$ cat config.mk
export PLATFORM = sky130hd
export DESIGN_NAME = stroke_point_interpolator
export DESIGN_NICKNAME = d
export VERILOG_FILES = /design/src/hw/rtl/spi_pkg.sv /design/src/hw/rtl/stroke_point_interpolator.sv
export SDC_FILE = /design/constraint.sdc
export NUM_CORES = 2
export LEC_CHECK = 0
export ABC_AREA = 1
export BUFFER_PORTS_ARGS = -buffer_cell sky130_fd_sc_hd__buf_2
export CAP_MARGIN = 25
export CELL_PAD_IN_SITES_DETAIL_PLACEMENT = 0
export CELL_PAD_IN_SITES_GLOBAL_PLACEMENT = 1
export CORE_MARGIN = 2
export CORE_UTILIZATION = 44
export DETAILED_ROUTE_END_ITERATION = 10
export GPL_TIMING_DRIVEN = 0
export HOLD_SLACK_MARGIN = 0.12
export MAX_ROUTING_LAYER = met4
export PLACE_DENSITY = 0.73
export SYNTH_ARGS = -nofsm -noshare
export SYNTH_HDL_FRONTEND = slang
export SYNTH_SLANG_ARGS = --single-unit
$ cat constraint.sdc
create_clock -name clk -period 9.5 [get_ports clk]
set_input_delay 0 -clock clk [delete_from_list [all_inputs] [get_ports clk]]
set_output_delay 0 -clock clk [all_outputs]
set_load 0.01 [all_outputs]
$ cat src/hw/rtl/spi_pkg.sv
// ----------------------------------------------------------------------------
// spi_pkg
// Shared types and constants of the stroke point interpolator: widths of the
// coordinate, root and remainder datapaths, register indexes and opcodes.
// ----------------------------------------------------------------------------
package spi_pkg;

  localparam int CAPACITY   = 32;
  localparam int COORD_BITS = 12;

  localparam int REL_BITS  = COORD_BITS + 1;
  localparam int REG_W     = 13;
  localparam int CFG_IDX_W = 1;

  // squared move, radicand in Q16, root in Q8
  localparam int SQ_W  = 2 * REL_BITS;
  localparam int RAD_W = SQ_W + 16;
  localparam int DQ_W  = RAD_W / 2;

  // step index, per-axis quotient and remainder
  localparam int I_W   = DQ_W - 7;
  localparam int Q_W   = COORD_BITS + 2;
  localparam int REM_W = DQ_W + 2;

  localparam int HELD_W = $clog2(CAPACITY + 2);
  localparam int CMP_W  = (REG_W > COORD_BITS) ? REG_W : COORD_BITS;

  localparam logic [REG_W-1:0] SCREEN_WIDTH_RST  = REG_W'(640);
  localparam logic [REG_W-1:0] SCREEN_HEIGHT_RST = REG_W'(480);

  localparam logic [CFG_IDX_W-1:0] REG_SCREEN_WIDTH  = CFG_IDX_W'(0);
  localparam logic [CFG_IDX_W-1:0] REG_SCREEN_HEIGHT = CFG_IDX_W'(1);

  localparam logic OP_MOTION = 1'b0;
  localparam logic OP_FLUSH  = 1'b1;

  localparam logic [RAD_W-1:0] ROOT_TOP = RAD_W'(1) << (RAD_W - 2);
  localparam logic [RAD_W-1:0] ROOT_ONE = RAD_W'(1);

  localparam logic [COORD_BITS-1:0] COORD_MAX = {COORD_BITS{1'b1}};

  typedef enum logic [6:0] {
    S_IDLE  = 7'b0000001,
    S_SQX   = 7'b0000010,
    S_SQY   = 7'b0000100,
    S_ROOT  = 7'b0001000,
    S_EVENT = 7'b0010000,
    S_STEP  = 7'b0100000,
    S_OUT   = 7'b1000000
  } spi_state_t;

  // floor quotient and remainder of one axis along the path
  typedef struct packed {
    logic signed [Q_W-1:0]   q;
    logic signed [REM_W-1:0] rem;
  } spi_axis_t;

endpackage

$ cat src/hw/rtl/stroke_point_interpolator.sv
// ----------------------------------------------------------------------------
// stroke_point_interpolator
// Turns pen-down motion beats into stroke points along the path back to the
// previous pen position, limited by the held-point capacity.
// ----------------------------------------------------------------------------
// A motion beat on the screen gives the event point first and then one point
// per whole pixel of path length toward pos - rel; a flush beat clears the
// held-point count and gives no output, an off-screen beat is dropped. The
// block takes one input beat at a time. The path length comes from one
// shared multiplier (one axis after the other) and a bit-pair square root
// unit, after which the event point is registered for output; each further
// point then takes one step of the per-axis quotient/remainder walk plus
// the output beat, which waits while the output is stalled.
module stroke_point_interpolator (
  input  logic                                   clk,
  input  logic                                   rst_n,
  input  logic                                   in_valid,
  output logic                                   in_stall,
  input  logic                                   in_opcode,
  input  logic [spi_pkg::COORD_BITS-1:0]         in_pos_x,
  input  logic [spi_pkg::COORD_BITS-1:0]         in_pos_y,
  input  logic signed [spi_pkg::REL_BITS-1:0]    in_rel_x,
  input  logic signed [spi_pkg::REL_BITS-1:0]    in_rel_y,
  output logic                                   out_valid,
  input  logic                                   out_stall,
  output logic [spi_pkg::COORD_BITS-1:0]         out_point_x,
  output logic [spi_pkg::COORD_BITS-1:0]         out_point_y,
  output logic                                   out_overflowed,
  output logic                                   out_last,
  input  logic                                   cfg_we,
  input  logic [spi_pkg::CFG_IDX_W-1:0]          cfg_index,
  input  logic [spi_pkg::REG_W-1:0]              cfg_wdata
);

  localparam logic signed [spi_pkg::Q_W-1:0] Q_ONE = spi_pkg::Q_W'(1);
  localparam int CAPACITY_M1 = spi_pkg::CAPACITY - 1;

  spi_pkg::spi_state_t state_r, state_nxt;

  logic [spi_pkg::REG_W-1:0] scr_w_r, scr_h_r;
  logic [spi_pkg::HELD_W-1:0] held_r, held_nxt;
  logic out_valid_r, out_valid_nxt;

  logic [spi_pkg::COORD_BITS-1:0] px_r, px_nxt, py_r, py_nxt;
  logic signed [spi_pkg::REL_BITS-1:0] rx_r, rx_nxt, ry_r, ry_nxt;
  logic [spi_pkg::SQ_W-1:0] sq_r, sq_nxt;
  logic [spi_pkg::RAD_W-1:0] rad_r, rad_nxt, root_r, root_nxt, bit_r, bit_nxt;
  logic [spi_pkg::I_W-1:0] idx_r, idx_nxt;
  spi_pkg::spi_axis_t ax_r, ax_nxt, ay_r, ay_nxt;

  logic [spi_pkg::COORD_BITS-1:0] pt_x_r, pt_x_nxt, pt_y_r, pt_y_nxt;
  logic ovf_r, ovf_nxt, last_r, last_nxt;

  logic signed [spi_pkg::REL_BITS-1:0] mul_op;
  logic signed [spi_pkg::SQ_W-1:0] mul_prod;
  logic [spi_pkg::RAD_W-1:0] root_sum;
  logic [spi_pkg::DQ_W-1:0] dq;
  logic [spi_pkg::HELD_W-1:0] held_inc;
  logic [spi_pkg::I_W-1:0] idx_inc;
  logic on_screen, more;
  logic signed [spi_pkg::REM_W-1:0] step_x, step_y;
  spi_pkg::spi_axis_t ax_step, ay_step;

  function automatic spi_pkg::spi_axis_t step_axis(
    input spi_pkg::spi_axis_t a,
    input logic signed [spi_pkg::REM_W-1:0] stp,
    input logic [spi_pkg::DQ_W-1:0] d
  );
    logic signed [spi_pkg::REM_W-1:0] diff;
    logic signed [spi_pkg::REM_W-1:0] ds;
    spi_pkg::spi_axis_t o;
    ds   = signed'(spi_pkg::REM_W'(d));
    diff = a.rem - stp;
    o    = a;
    if (diff < 0) begin
      o.rem = diff + ds;
      o.q   = a.q - Q_ONE;
    end else if (diff >= ds) begin
      o.rem = diff - ds;
      o.q   = a.q + Q_ONE;
    end else begin
      o.rem = diff;
    end
    return o;
  endfunction

  function automatic logic [spi_pkg::COORD_BITS-1:0] sat_coord(
    input logic signed [spi_pkg::Q_W-1:0] q
  );
    logic [spi_pkg::COORD_BITS-1:0] res;
    if (q[spi_pkg::Q_W-1]) begin
      res = '0;
    end else if (q[spi_pkg::Q_W-2:spi_pkg::COORD_BITS] != '0) begin
      res = spi_pkg::COORD_MAX;
    end else begin
      res = q[spi_pkg::COORD_BITS-1:0];
    end
    return res;
  endfunction

  // shared squaring multiplier: x move then y move
  assign mul_op   = (state_r == spi_pkg::S_SQX) ? rx_r : ry_r;
  assign mul_prod = mul_op * mul_op;

  assign root_sum = root_r + bit_r;
  assign dq       = root_r[spi_pkg::DQ_W-1:0];
  assign held_inc = held_r + spi_pkg::HELD_W'(1);
  assign idx_inc  = idx_r + spi_pkg::I_W'(1);

  assign on_screen = (spi_pkg::CMP_W'(in_pos_x) < spi_pkg::CMP_W'(scr_w_r)) &&
                     (spi_pkg::CMP_W'(in_pos_y) < spi_pkg::CMP_W'(scr_h_r));

  // move of rel * 256 per step, taken off the remainder
  assign step_x  = spi_pkg::REM_W'(signed'({rx_r, 8'h00}));
  assign step_y  = spi_pkg::REM_W'(signed'({ry_r, 8'h00}));
  assign ax_step = step_axis(ax_r, step_x, dq);
  assign ay_step = step_axis(ay_r, step_y, dq);

  always_comb begin
    state_nxt     = state_r;
    held_nxt      = held_r;
    out_valid_nxt = out_valid_r;
    px_nxt        = px_r;
    py_nxt        = py_r;
    rx_nxt        = rx_r;
    ry_nxt        = ry_r;
    sq_nxt        = sq_r;
    rad_nxt       = rad_r;
    root_nxt      = root_r;
    bit_nxt       = bit_r;
    idx_nxt       = idx_r;
    ax_nxt        = ax_r;
    ay_nxt        = ay_r;
    pt_x_nxt      = pt_x_r;
    pt_y_nxt      = pt_y_r;
    ovf_nxt       = ovf_r;
    last_nxt      = last_r;
    more          = 1'b0;
    unique case (state_r)
      spi_pkg::S_IDLE: begin
        if (in_valid) begin
          if (in_opcode == spi_pkg::OP_FLUSH) begin
            held_nxt = '0;
          end else if (on_screen) begin
            px_nxt    = in_pos_x;
            py_nxt    = in_pos_y;
            rx_nxt    = in_rel_x;
            ry_nxt    = in_rel_y;
            state_nxt = spi_pkg::S_SQX;
          end
        end
      end
      spi_pkg::S_SQX: begin
        sq_nxt    = unsigned'(mul_prod);
        state_nxt = spi_pkg::S_SQY;
      end
      spi_pkg::S_SQY: begin
        rad_nxt   = {sq_r + unsigned'(mul_prod), 16'h0000};
        root_nxt  = '0;
        bit_nxt   = spi_pkg::ROOT_TOP;
        state_nxt = spi_pkg::S_ROOT;
      end
      spi_pkg::S_ROOT: begin
        if (rad_r >= root_sum) begin
          rad_nxt  = rad_r - root_sum;
          root_nxt = (root_r >> 1) + bit_r;
        end else begin
          root_nxt = root_r >> 1;
        end
        bit_nxt = bit_r >> 2;
        if (bit_r == spi_pkg::ROOT_ONE) begin
          state_nxt = spi_pkg::S_EVENT;
        end
      end
      spi_pkg::S_EVENT: begin
        more          = ({spi_pkg::I_W'(1), 8'h00} < {1'b0, dq}) &&
                        (held_inc < spi_pkg::HELD_W'(CAPACITY_M1));
        pt_x_nxt      = px_r;
        pt_y_nxt      = py_r;
        ax_nxt.q      = signed'(spi_pkg::Q_W'(px_r));
        ax_nxt.rem    = '0;
        ay_nxt.q      = signed'(spi_pkg::Q_W'(py_r));
        ay_nxt.rem    = '0;
        idx_nxt       = spi_pkg::I_W'(1);
        last_nxt      = !more;
        ovf_nxt       = !more && (held_inc > spi_pkg::HELD_W'(spi_pkg::CAPACITY));
        held_nxt      = ovf_nxt ? '0 : held_inc;
        out_valid_nxt = 1'b1;
        state_nxt     = spi_pkg::S_OUT;
      end
      spi_pkg::S_STEP: begin
        more          = ({idx_inc, 8'h00} < {1'b0, dq}) &&
                        (held_inc < spi_pkg::HELD_W'(CAPACITY_M1));
        ax_nxt        = ax_step;
        ay_nxt        = ay_step;
        pt_x_nxt      = sat_coord(ax_step.q);
        pt_y_nxt      = sat_coord(ay_step.q);
        idx_nxt       = idx_inc;
        last_nxt      = !more;
        ovf_nxt       = !more && (held_inc > spi_pkg::HELD_W'(spi_pkg::CAPACITY));
        held_nxt      = ovf_nxt ? '0 : held_inc;
        out_valid_nxt = 1'b1;
        state_nxt     = spi_pkg::S_OUT;
      end
      spi_pkg::S_OUT: begin
        if (!out_stall) begin
          out_valid_nxt = 1'b0;
          state_nxt     = last_r ? spi_pkg::S_IDLE : spi_pkg::S_STEP;
        end
      end
      default: begin
        state_nxt = spi_pkg::S_IDLE;
      end
    endcase
  end

  always_ff @(posedge clk) begin
    if (!rst_n) begin
      state_r     <= spi_pkg::S_IDLE;
      held_r      <= '0;
      out_valid_r <= 1'b0;
    end else begin
      state_r     <= state_nxt;
      held_r      <= held_nxt;
      out_valid_r <= out_valid_nxt;
    end
  end

  always_ff @(posedge clk) begin
    if (!rst_n) begin
      scr_w_r <= spi_pkg::SCREEN_WIDTH_RST;
      scr_h_r <= spi_pkg::SCREEN_HEIGHT_RST;
    end else if (cfg_we) begin
      unique case (cfg_index)
        spi_pkg::REG_SCREEN_WIDTH:  scr_w_r <= cfg_wdata;
        spi_pkg::REG_SCREEN_HEIGHT: scr_h_r <= cfg_wdata;
        default: begin
        end
      endcase
    end
  end

  always_ff @(posedge clk) begin
    px_r   <= px_nxt;
    py_r   <= py_nxt;
    rx_r   <= rx_nxt;
    ry_r   <= ry_nxt;
    sq_r   <= sq_nxt;
    rad_r  <= rad_nxt;
    root_r <= root_nxt;
    bit_r  <= bit_nxt;
    idx_r  <= idx_nxt;
    ax_r   <= ax_nxt;
    ay_r   <= ay_nxt;
    pt_x_r <= pt_x_nxt;
    pt_y_r <= pt_y_nxt;
    ovf_r  <= ovf_nxt;
    last_r <= last_nxt;
  end

  assign in_stall       = (state_r != spi_pkg::S_IDLE);
  assign out_valid      = out_valid_r;
  assign out_point_x    = pt_x_r;
  assign out_point_y    = pt_y_r;
  assign out_overflowed = ovf_r;
  assign out_last       = last_r;

  a_held_bound: assert property (@(posedge clk) disable iff (!rst_n)
    held_r <= spi_pkg::HELD_W'(spi_pkg::CAPACITY))
    else $error("held count above capacity");

  a_valid_in_out: assert property (@(posedge clk) disable iff (!rst_n)
    out_valid_r |-> (state_r == spi_pkg::S_OUT))
    else $error("output beat outside output state");

  a_ovf_last: assert property (@(posedge clk) disable iff (!rst_n)
    (out_valid_r && ovf_r) |-> last_r)
    else $error("overflow flag on a non-final point");

  a_last_idle: assert property (@(posedge clk) disable iff (!rst_n)
    (out_valid_r && !out_stall && last_r) |=> !in_stall)
    else $error("not ready after final point");

endmodule

Yosys cells after proc, flatten, opt, wreduce, memory -nomap -nowiden --
Index checks and enable logic that the tools add are counted.
Word-level totals: flip-flop bits (word level) 356, bits of input ports 70, word-level logic and storage cells 124
Cells by class: $add $sub $neg 16, multipliers 1, $lt $le $gt $ge 11, equal/unequal tests 16, mux-type cells 37, bitwise operators 2, reductions and logical operators 19
Operator list (count):
- $pmux W42 S2 | 3
- $pmux W37 S2 | 2
- $mux W42 | 2
- $mux W37 | 2
- $mux W12 | 4
- $pmux W12 S2 | 2
- $add A23 B22 Y23 | 2
- $ge A23 B22 Y1 | 2
- $lt A23 B1 Y1 const B | 2
- $mux W23 | 2
- $sub A23 B21 Y23 | 2
- $sub A23 B22 Y23 | 2
- $add A41 B42 Y42 | 1
- $add A42 B42 Y42 | 1
- $eq A42 B1 Y1 const B | 1
- $ge A42 B42 Y1 | 1
- $pmux W7 S6 | 1
- $sub A42 B42 Y42 | 1
- $mux W7 | 5
- $mux W6 | 5
- $add A14 B2 Y14 const B | 2
- $mux W14 | 2
- $pmux W14 S2 | 1
- $sub A14 B2 Y14 const B | 2
- other kinds (32) | 52

Logic depth before layout (Yosys ltp) --
word-level depth 7, depth in mapped cells 43, mapped depth without buffers 41

Worst setup path after synthesis --
No wires, ideal clock.
path type register to register, start point register state_r[4], end point register rad_r[39] (netlist name) (data pin), setup time 256 ps, arrival time 7546 ps, required time 9244 ps, setup slack 1698 ps, stages on the path, launching flop included 36, period minus slack after synthesis 7802 ps, path through dfxtp_1 > nor2_2 > inv_2 > nor2_4 > nand4_4 > buf_2 > o21ai_2 > inv_1 > nor2_1 > inv_1 > fa_1 > fa_1 > inv_1 > fa_1 > fa_1 > fa_1 > inv_1 > fa_1 > inv_1 > ha_1 > nand2_1 > nor4_1 > a21oi_1 > o21ai_0 > xor2_1 > ha_1 > a21oi_1 > o21ai_0 > inv_1 > o21ai_0 > o21bai_1 > a21oi_1 > o21bai_1 > or2_2 > nand3_1 > nand2_1
Between the ends: cells in the longest elaborated chain, start to end 5, elaborated cells on any way between the ends 7, those cells by class 1 x add/sub; 1 x mul; 3 x eq/ne; 2 x mux
Ends and longest elaborated chain:
- start, declared | RTL line stroke_point_interpolator.sv:38 | spi_pkg::spi_state_t state_r, state_nxt;
- start signal, assigned | RTL line stroke_point_interpolator.sv:219 | state_r <= spi_pkg::S_IDLE;
- start signal, assigned | RTL line stroke_point_interpolator.sv:223 | state_r <= state_nxt;
- $eq A7 B2 Y1 | RTL line stroke_point_interpolator.sv:102 | assign mul_op = (state_r == spi_pkg::S_SQX) ? rx_r : ry_r;
- $mux W13 | RTL line stroke_point_interpolator.sv:102
- $mul A13 B13 Y26 | RTL line stroke_point_interpolator.sv:103 | assign mul_prod = mul_op * mul_op;
- named net mul_prod, one bit | RTL line stroke_point_interpolator.sv:55 | logic signed [spi_pkg::SQ_W-1:0] mul_prod;
- $add A26 B26 Y26 | RTL line stroke_point_interpolator.sv:158 | rad_nxt = {sq_r + unsigned'(mul_prod), 16'h0000};
- $pmux W42 S2 | RTL line stroke_point_interpolator.sv:139 | unique case (state_r)
- named net rad_nxt, one bit | RTL line stroke_point_interpolator.sv:47 | logic [spi_pkg::RAD_W-1:0] rad_r, rad_nxt, root_r, root_nxt, bit_r, bit_nxt;
- end signal, assigned | RTL line stroke_point_interpolator.sv:249 | rad_r <= rad_nxt;
- end, declared | RTL line stroke_point_interpolator.sv:47
The timed path passes the listed nets, and every way through them passes these cells. A chain may end at the register's enable or synchronous reset.

Worst setup path in the final report --
start point register state_r[5], end point register rad_r[38] (netlist name) (data pin)
The elaborated chain is that of the path after synthesis.

==> impl_metrics.csv <==
group,metric,value,unit
synth,synth_top_cell_area_share,0.2485,
global_routing,grt-ovfl-total,0,
status,outcome,"complete, no violations",
global_routing,track_usage,0.2954,
synth,ys_ff_latch,334,
sta,rsz0062_at_grt,"no",
floorplanning,die_w,288.1,um
synth,yosysUniqueCellTypes,69,
synth,dominantRegCellSynth,"edfxtp_1",
drt,drt-initial-drc-count,2471,
final_layout,mostFrequentLayoutCells,"1066 x nand2_1, 766 x inv_1, 459 x nor2_1",
flow_run,drv_cap,0,
synth,ys_seq_area_frac,0.2711,
power,total_power,9.183,mW
synth,synth_edf_count,294,
sta,slew_viol_final,0,
drt,drc,0,
power,pwr-share-clk,0.186,
final_layout,drive_gt1_frac,0.07234,
global_routing,antenna_found_initial,0,
global_routing,grt_max_degree,65,
clock_tree,cts_sinks,334,
power,powerDensity,228.0,mW/mm^2
power,switchingPower,4.191,mW
power,p_int,4.992,mW
global_routing,grt_pass1_vias,31645,
drt,via_per_inst,5.327,
clock_tree,cts_tree,"done",
clock_tree,clk_path_buf_depth,3,
setup_path,path_buf_inv,7,
placed_design,portBuffers,97,
synth,async_flop_share,0,
setup_path,r2r_setup_slack,0.63,ns
min_path,worstHoldPathType,"primary input to register",
synth,syn_inst,4763,
setup_path,cp_top_family,"adder cells",
synth,synth.avg_cell_area,7.458,sq um
sta,finalCriticalPeriod,8.871,ns
power,pwr-share-seq,0.208,
drt,first_pass_iters,6,
sta,finalSetupTns,0,ns
synth,syn_nets,5317,
floorplanning,die-area,0.08302,sq mm
sta,fin_skew,0.06201,ns
sta,hold_viol,0,
drt,route.final.wire_length,120200,um
final_layout,syn_to_final_growth,13.39,%
final_layout,fin_util,0.5017,
clock_tree,root_buffer,"clkbuf_16",
sta,maxSlewHeadroom,0.3509,
setup_path,endpoint_kind,"register",
floorplanning,initial_core_util,0.4424,
sta,fmax,112.7,MHz
sta,whs,0.1284,ns
floorplanning,die_height,288.1,um
synth,synth_area,0.03552,sq mm
final_layout,finalNetCount,5592,
floorplanning,placementRows,104,
power,pwr-share-comb,0.606,
final_layout,stdcell_count,6134,
final_layout,nFillCells,8031,
synth,yosys_warnings,0,
placed_design,gp_congestion,0.9834,
global_routing,grt_pass1_wl,184200,um
setup_path,worstSetupPathType,"register to register",
drt,ant_nets,0,
sta,setup_viol,0,
drt,vias,32674,
synth,yosys.area.top_type,"edfxtp_1",
setup_path,start_kind,"register",
setup_path,crit_fanout,10,
floorplanning,core,0.08029,sq mm
placed_design,hpwlAfterDp,95920,um
synth,synthTopCellsByArea,"edfxtp_1 25%, ha_1 12%, nand2_1 11%",
sta,worst_pin_slew,0.9736,ns
setup_path,crit_arrival,9.20,ns
drt,wl_per_cell,19.60,um
power,p_leak,19.07,nW
clock_tree,cts_made_buffers,44,
sta,final.period_utilization,0.9338,
final_layout,final_common_cell,"nand2_1",
setup_path,cp_slowest_cell,"fa_1",
clock_tree,insertion_delay,0.63,ns
placed_design,place_inst,5928,
power,p_sw_frac,0.4564,
clock_tree,clk_pin_slew,0.06,ns
power,peakVddDrop,326.1,uV
clock_tree,htree_levels,2,
floorplanning,io_pins,98,
setup_path,cpPeakStageDelay,0.56,ns
setup_path,required,9.83,ns
## metrics by stage
stage	worst slack [ns]	cell area [sq um]
2_1_floorplan	1.698	35520
3_3_place_gp	-0.3701	37330
3_5_place_dp	-0.08363	37500
4_1_cts	0.003397	40170
5_1_grt	0.01513	40280
6_report	0.6289	40280
## path summary, 6_finish.rpt
kind	depth (start not counted)	end	start
setup / recovery	36	rad_r[38]	state_r[5]
hold / removal	2	rx_r[9]	in_rel_x[9]
setup reg to reg	36	rad_r[38]	state_r[5]
hold reg to reg	2	scr_w_r[5]	scr_w_r[5]
## flip-flops by register name, indices dropped and copies added, names as in the netlist, 13 cells and up
signal	flops
root_r	42
ay_r	37
rad_r	42
ax_r	37
rx_r	13
scr_h_r	13
ry_r	13
scr_w_r	13
bit_r	21
idx_r	14
sq_r	25
## worst reg2reg max path: cells and delay by family (launching register included)
family,cells,cell delay [ns]
AO/OA/AOI/OAI,10,1.71
XOR/XNOR,2,0.35
adder cells (fa/ha/maj),8,3.67
buffers and inverters,7,0.89
flip-flops,1,0.33
AND/OR/NAND/NOR,9,1.64
## power by group through the flow
stage	clock network, mW	logic, mW	registers (mW)
after detailed placement	0	5.48	1.94
after global placement	0	5.43	1.94
after floorplan	0	4.22	1.94
final	1.71	5.56	1.91
after global routing	1.79	6.49	1.91
after CTS	1.74	5.55	1.91
## cell type report
class,count,area [sq um],area share
inverters,789,2974,0.07384
well taps,1060,1326,0.03293
clock inverters,30,317.8,0.007890
plain buffers,106,564.3,0.01401
multi-input cells,3533,22420,0.5567
diodes,1,2.502,0.00006213
repair buffers,230,1884,0.04678
flip-flops and latches,334,9629,0.2391
clock buffers,51,1159,0.02876
## cell usage after synthesis, types with 17 or more instances
library cell,n
xnor2_1,63
inv_1,768
o21ai_1,17
o211ai_1,29
a21o_1,19
o21bai_1,35
fa_1,147
a21oi_1,359
buf_2,45
ha_1,337
edfxtp_1,294
nor3_1,55
nand3_1,222
nor4_1,29
o21a_1,18
dfxtp_1,40
nand4_1,46
a31oi_1,27
nand2_1,1069
xor2_1,155
nand3_2,18
o21ai_0,279
clkbuf_1,32
nor2_1,459
## timing repair
item                                   CTS  global route
endpoints found under the hold margin   98             0
hold buffers                           118             0
buffers inserted                         0             7
setup endpoints to repair                2             5
pin swaps                                0             1
resized for setup                        1            11
gates cloned                             0             0
## per-layer routing
layer	wire length (um)	global-route usage	vias up
met4	2555	0.05972	0
met5	0	-	-
li1	-	-	16219
met1	58210	0.4183	15506
met3	6287	0.03302	136
met2	53170	0.4570	813
## cell families (layout without fill, tap and decap cells)
logic type,Yosys count,after routing,synth area share
compound gates,871,871,0.1393
xor+xnor,220,220,0.05530
fa+ha+maj,484,484,0.2015
buf+inv,896,1206,0.09954
flops,334,334,0.2711
other cells,0,1,0
simple gates,1958,1958,0.2333
Power figures use the tool's default switching activity.
